--- src/rtl/tisl_pkg.sv ---
// ----------------------------------------------------------------------------
// tisl_pkg
// Shared types and constants for the sorted tile index table.
// ----------------------------------------------------------------------------
package tisl_pkg;

  localparam int TABLE_DEPTH = 1024;
  localparam int IDX_W = $clog2(TABLE_DEPTH);
  localparam int CNT_W = $clog2(TABLE_DEPTH + 1);

  // request codes
  localparam logic [1:0] REQ_CLEAR  = 2'd0;
  localparam logic [1:0] REQ_INSERT = 2'd1;
  localparam logic [1:0] REQ_LOOKUP = 2'd2;

  // result status codes
  localparam logic [1:0] ST_DONE = 2'd0;
  localparam logic [1:0] ST_MISS = 2'd1;
  localparam logic [1:0] ST_FULL = 2'd2;

  // one table entry as stored in memory
  typedef struct packed {
    logic [31:0] key_x;
    logic [31:0] key_y;
    logic [31:0] offset;
    logic [31:0] length;
  } entry_t;

  localparam int ENTRY_W = $bits(entry_t);

  // controller to datapath
  typedef struct packed {
    logic       load;       // capture the request
    logic       clear;      // empty the table
    logic       rd_ins;     // read entry at pos - 1
    logic       shift;      // move read entry up to pos, step pos down
    logic       write_new;  // write request entry at pos, bump count, widen box
    logic       rd_lk;      // read entry at search midpoint
    logic       lk_lo;      // move low bound above midpoint
    logic       lk_hi;      // move high bound to midpoint
    logic       finish;     // load result word
    logic [1:0] res_status;
    logic       res_hit;    // take offset and length from read data
    logic       res_lookup; // report box test
  } tisl_cmd_t;

  // datapath to controller
  typedef struct packed {
    logic [1:0] req;
    logic       full;
    logic       pos_zero;
    logic       above;
    logic       equal;
    logic       less;
    logic       search_empty;
  } tisl_sts_t;

endpackage

--- src/rtl/tisl_ctrl.sv ---
// ----------------------------------------------------------------------------
// tisl_ctrl
// Request sequencer: insert shifting and binary search steps.
// ----------------------------------------------------------------------------
module tisl_ctrl (
  input  logic                clk,
  input  logic                rst_n,
  input  logic                in_valid,
  input  logic                out_busy,
  output logic                in_ready,
  input  tisl_pkg::tisl_sts_t sts,
  output tisl_pkg::tisl_cmd_t cmd
);
  import tisl_pkg::*;

  typedef enum logic [5:0] {
    S_IDLE    = 6'b000001,
    S_DECODE  = 6'b000010,
    S_INS_RD  = 6'b000100,
    S_INS_CMP = 6'b001000,
    S_LK_RD   = 6'b010000,
    S_LK_CMP  = 6'b100000
  } state_t;

  state_t state_r, state_nxt;

  assign in_ready = (state_r == S_IDLE) && !out_busy;

  // next state and commands
  always_comb begin
    state_nxt = state_r;
    cmd       = '0;
    case (state_r)
      S_IDLE: begin
        if (in_valid && in_ready) begin
          cmd.load  = 1'b1;
          state_nxt = S_DECODE;
        end
      end
      S_DECODE: begin
        case (sts.req)
          REQ_CLEAR: begin
            cmd.clear  = 1'b1;
            cmd.finish = 1'b1;
            state_nxt  = S_IDLE;
          end
          REQ_INSERT: begin
            if (sts.full) begin
              cmd.finish     = 1'b1;
              cmd.res_status = ST_FULL;
              state_nxt      = S_IDLE;
            end else begin
              state_nxt = S_INS_RD;
            end
          end
          REQ_LOOKUP: begin
            state_nxt = S_LK_RD;
          end
          default: begin
            cmd.finish = 1'b1;
            state_nxt  = S_IDLE;
          end
        endcase
      end
      S_INS_RD: begin
        if (sts.pos_zero) begin
          cmd.write_new = 1'b1;
          cmd.finish    = 1'b1;
          state_nxt     = S_IDLE;
        end else begin
          cmd.rd_ins = 1'b1;
          state_nxt  = S_INS_CMP;
        end
      end
      S_INS_CMP: begin
        if (sts.above) begin
          cmd.shift = 1'b1;
          state_nxt = S_INS_RD;
        end else begin
          cmd.write_new = 1'b1;
          cmd.finish    = 1'b1;
          state_nxt     = S_IDLE;
        end
      end
      S_LK_RD: begin
        if (sts.search_empty) begin
          cmd.finish     = 1'b1;
          cmd.res_status = ST_MISS;
          cmd.res_lookup = 1'b1;
          state_nxt      = S_IDLE;
        end else begin
          cmd.rd_lk = 1'b1;
          state_nxt = S_LK_CMP;
        end
      end
      S_LK_CMP: begin
        if (sts.equal) begin
          cmd.finish     = 1'b1;
          cmd.res_status = ST_DONE;
          cmd.res_hit    = 1'b1;
          cmd.res_lookup = 1'b1;
          state_nxt      = S_IDLE;
        end else if (sts.less) begin
          cmd.lk_lo = 1'b1;
          state_nxt = S_LK_RD;
        end else begin
          cmd.lk_hi = 1'b1;
          state_nxt = S_LK_RD;
        end
      end
      default: begin
        state_nxt = S_IDLE;
      end
    endcase
  end

  always_ff @(posedge clk) begin
    if (!rst_n) begin
      state_r <= S_IDLE;
    end else begin
      state_r <= state_nxt;
    end
  end

endmodule

--- config.mk ---
export PLATFORM = sky130hd
export DESIGN_NAME = tisl_ctrl
export DESIGN_NICKNAME = d
export VERILOG_FILES = /design/src/rtl/tisl_pkg.sv /design/src/rtl/tisl_ctrl.sv
export SDC_FILE = /design/constraint.sdc
export NUM_CORES = 1
export LEC_CHECK = 0
export BUFFER_PORTS_ARGS = -buffer_cell sky130_fd_sc_hd__buf_2
export CAP_MARGIN = 20
export CORE_AREA = 2 2 39 41
export DETAILED_ROUTE_END_ITERATION = 10
export DIE_AREA = 0 0 41 43
export PLACE_DENSITY = 0.68
export SLEW_MARGIN = 20
export SYNTH_ARGS = -nofsm -noshare
export SYNTH_HDL_FRONTEND = slang
export SYNTH_SLANG_ARGS = --single-unit
--- constraint.sdc ---
create_clock -name clk -period 2.1 [get_ports clk]
set_input_delay 0.315 -clock clk [delete_from_list [all_inputs] [get_ports clk]]
set_output_delay 0.315 -clock clk [all_outputs]
set_load 0.02 [all_outputs]
==> parameters.txt <==
Parameter                              Value

STA
  Headroom to the max-slew limit ... 0.753
  Setup total negative slack ... 0 ns
  Achievable frequency ... 508 MHz
  Final Slew Violations ... 0
  Fraction of the cycle the final worst path needs ... 0.938
  Min Clock Period, post-route ... approximately 2 ns
  Transition time at the pin with the least slew margin ... ~0.37 ns
  Setup repair after global routing missed its margin ... false
  Setup violations, final ... 0
  Final WS setup ... 0.131 ns
  Final hold violations ... 0
  Setup Skew ... about 0.0024 ns

Synth
  Avg Inst Size Synth ... between 8 and 9 um^2
  Flip-flop cell with the highest count after synthesis ... sky130_fd_sc_hd__dfxtp_1
  FFs w/ async S/R, synth ... 0
  Dominant cells by area after synthesis ... sky130_fd_sc_hd__dfxtp_1, sky130_fd_sc_hd__ha_1, sky130_fd_sc_hd__nand2_1, sky130_fd_sc_hd__and3_1, sky130_fd_sc_hd__inv_1
  Cell with the most instances after synthesis ... sky130_fd_sc_hd__nand2_1
  Share of Yosys cell area claimed by the top area cell type ... 0.238
  Count of unique library cells instantiated by Yosys ... 28
  Warning count from the yosys run ... 0
  Cell type with the largest total area after synthesis ... sky130_fd_sc_hd__dfxtp_1
  Sequential share of the synthesized area ... 0.238
  Synthesized instance count ... 62
  Top cell types by occurrence after synthesis ... sky130_fd_sc_hd__nand2_1, sky130_fd_sc_hd__dfxtp_1, sky130_fd_sc_hd__inv_1, sky130_fd_sc_hd__nor2_1, sky130_fd_sc_hd__and3_1
  FF+latch count, synth ... 6
  Net Count, Synth ... 77
  Area of the mapped netlist ... roughly 510 um^2
  Number of enable flip-flop cells after synthesis ... 0

Clocking
  Clock tree from TritonCTS ... yes
  Clock buffer depth ... 2
  Post-CTS Repair Setup Buffers ... 0
  Clock buffer count from CTS ... 3
  Insertion delay of the later-clocked pin in the worst-skew pair ... ~0.25 ns
  Count of H-tree levels built during CTS ... 1
  Total of hold buffers inserted after clock tree synthesis ... 0
  Master cell of the clock root buffer ... sky130_fd_sc_hd__clkbuf_4
  Clock slew at the register clock pins of the worst setup and hold paths ... about 0.05 ns
  Count of cells resized by post-cts repair ... 0
  Clock Sinks ... 6

Final layout
  Diode insertion count for antenna repair ... 0
  Final Core Density ... 0.486
  P&R area growth vs syn ... 33.2%
  Flip-flop count of the largest register after layout ... 6
  Number of nets in the finished design ... between 100 and 150
  Count of fill cells added during filler insertion ... 145
  Register bank with the most flops ... state_r
  Leading registers by flop count ... state_r (6)
  Layout cells sized above 1 ... 0.422

Route
  Highest routed metal layer ... met4
  Total Wirelength ... 1220 um
  Number of vias per cell after detailed routing ... 5.30
  Length of the first detailed-routing pass in iterations ... 4
  Antenna Violating Nets Remaining ... 0
  Routed length per instance ... between 10 and 15 um
  Met3 Routed Length ... around 94 um
  Post-Route M1 WL ... ~530 um
  Violation count after the first detailed-routing iteration ... 5
  Routed vias ... approximately 560
  Post-route DRC violation count ... 0
  Routed length on met2 ... 565 um

Critical path
  Worst-path maximum fanout ... 7
  Worst path arrival time ... ~1.7 ns
  Worst path required time ... 1.78 ns
  Crit path launch type ... register
  Critical path start-end classification ... reg -> out
  Worst reg2reg path endpoint ... state_r[0]$_SDFFE_PN1P_
  Cell depth of the worst flop-to-flop path ... 4
  Slack of the worst reg-to-reg path ... ~0.71 ns
  Worst Setup SP ... state_r[0]$_SDFFE_PN1P_
  Reg2reg start ... state_r[1]$_SDFFE_PN0P_
  Critical Path End Type ... output pin
  Crit path to ... cmd[4]

GRT
  Via count of the first global-routing pass ... approximately 470
  Largest net degree at the start of global routing ... 9
  Initial antenna violation count ... 0
  Wire length of the first global-routing pass ... 1990 um
  Overall track demand over capacity in global routing ... 0.172
  Total gr overflow ... 0

Die
  Die area ... 1760 um^2
  Core Box Area ... about 1400 um^2
  Standard-cell row count ... 14
  Chip width ... 41 um
  Die span in y ... roughly 43 um
  Initial cell density of the core ... 0.365
  Count of pins on the block boundary ... 26

Pwr
  Areal power density over the cells ... 405 nW/um^2
  Static power due to leakage ... roughly 0.34 nW
  Maximum vdd drop ... 0.248 mV

Placed design
  Port Buf Inserts ... 25
  GP Congestion ... between 0.7 and 0.8
  Detail Placement HPWL ... 1020 um
  Worst slack at placement ... between 0.4 and 0.5 ns

Flow run
  Number of maximum-capacitance violations ... 0

Outcome
  Run status ... completed

Worst hold path
  Hold WC Path Type ... in -> reg
-- cells in the final DEF (no fill, tap or decap) --
master	n
sky130_fd_sc_hd__o311ai_0	1
sky130_fd_sc_hd__dfxtp_1	6
sky130_fd_sc_hd__a21oi_1	3
sky130_fd_sc_hd__inv_1	6
sky130_fd_sc_hd__nor3b_2	1
sky130_fd_sc_hd__or3b_2	1
sky130_fd_sc_hd__a21boi_0	2
sky130_fd_sc_hd__and4b_2	1
sky130_fd_sc_hd__and3_1	4
sky130_fd_sc_hd__buf_2	25
sky130_fd_sc_hd__or4_4	1
sky130_fd_sc_hd__o2111ai_1	1
sky130_fd_sc_hd__nand4_1	1
sky130_fd_sc_hd__nor2b_1	2
sky130_fd_sc_hd__nor4_1	2
sky130_fd_sc_hd__nand2_1	8
sky130_fd_sc_hd__a41oi_2	1
sky130_fd_sc_hd__clkbuf_4	3
sky130_fd_sc_hd__and2_1	3
sky130_fd_sc_hd__nor2_1	5
sky130_fd_sc_hd__nand3_1	1
sky130_fd_sc_hd__nor2b_2	1
sky130_fd_sc_hd__ha_1	3
sky130_fd_sc_hd__nand3b_1	1
sky130_fd_sc_hd__nor3_4	1
sky130_fd_sc_hd__a21oi_2	1
sky130_fd_sc_hd__and4_1	2
sky130_fd_sc_hd__nor3_2	1
sky130_fd_sc_hd__o21ai_0	1
sky130_fd_sc_hd__nor4b_2	1
-- metrics by stage --
step	instance area (um^2)	std cells	hold WS, ns	power [mW]
after floorplan	505	62	0.437	0.142
after global placement	651	103	0.574	0.162
after detailed placement	651	103	0.577	0.163
after CTS	673	106	0.314	0.278
after global routing	673	106	0.327	0.285
final	673	106	0.316	0.272
-- worst min-delay path by stage --
| stage | startpoint | endpoint | slack, ns | depth (start not counted) |
|---|---|---|---|---|
| 2_1_floorplan | rst_n | state_r[3]$_SDFFE_PN0P_ | 0.44 | 1 |
| 5_1_grt | in_valid | state_r[1]$_SDFFE_PN0P_ | 0.33 | 2 |
| 3_3_place_gp | in_valid | state_r[1]$_SDFFE_PN0P_ | 0.57 | 2 |
| 3_5_place_dp | in_valid | state_r[1]$_SDFFE_PN0P_ | 0.58 | 2 |
| 4_1_cts | in_valid | state_r[1]$_SDFFE_PN0P_ | 0.31 | 2 |
| 6_report | in_valid | state_r[1]$_SDFFE_PN0P_ | 0.32 | 2 |
-- kinds of logic after synthesis --
logic type / synth area share
compound gates: 0.153
simple gates: 0.490
buf+inv: 0.0446
fa+ha+maj: 0.0743
flops: 0.238
-- layout make-up --
class | count | area (um^2) | area share
multi-input combinational | 50 | 363 | 0.539
timing repair buffer | 25 | 125 | 0.186
sequential | 6 | 120 | 0.178
clock buffer | 3 | 22.5 | 0.0335
inverter | 6 | 22.5 | 0.0335
tap | 16 | 20.0 | 0.0297
-- power breakdown --
group / total, mW / internal [mW] / switching (mW)
Combinational: 0.0424 / 0.0198 / 0.0225
Sequential: 0.118 / 0.116 / 0.00237
Clock: 0.112 / 0.0650 / 0.0471
-- per-layer routing --
| metal | global-route usage | vias to the layer above |
|---|---|---|
| li1 | - | 286 |
| met1 | 0.200 | 248 |
| met2 | 0.256 | 23 |
| met3 | 0.0628 | 5 |
| met4 | 0.100 | 0 |
| met5 | 0 | - |
-- critical path, stage by stage, from the launching register on --
cell and delay (ns):
sky130_fd_sc_hd__dfxtp_1 0.36, sky130_fd_sc_hd__or4_4 0.59, sky130_fd_sc_hd__a21oi_2 0.15, sky130_fd_sc_hd__a21oi_1 0.07, sky130_fd_sc_hd__nand2_1 0.08, sky130_fd_sc_hd__buf_2 0.15
No activity file was read; power rests on OpenSTA's default activity.
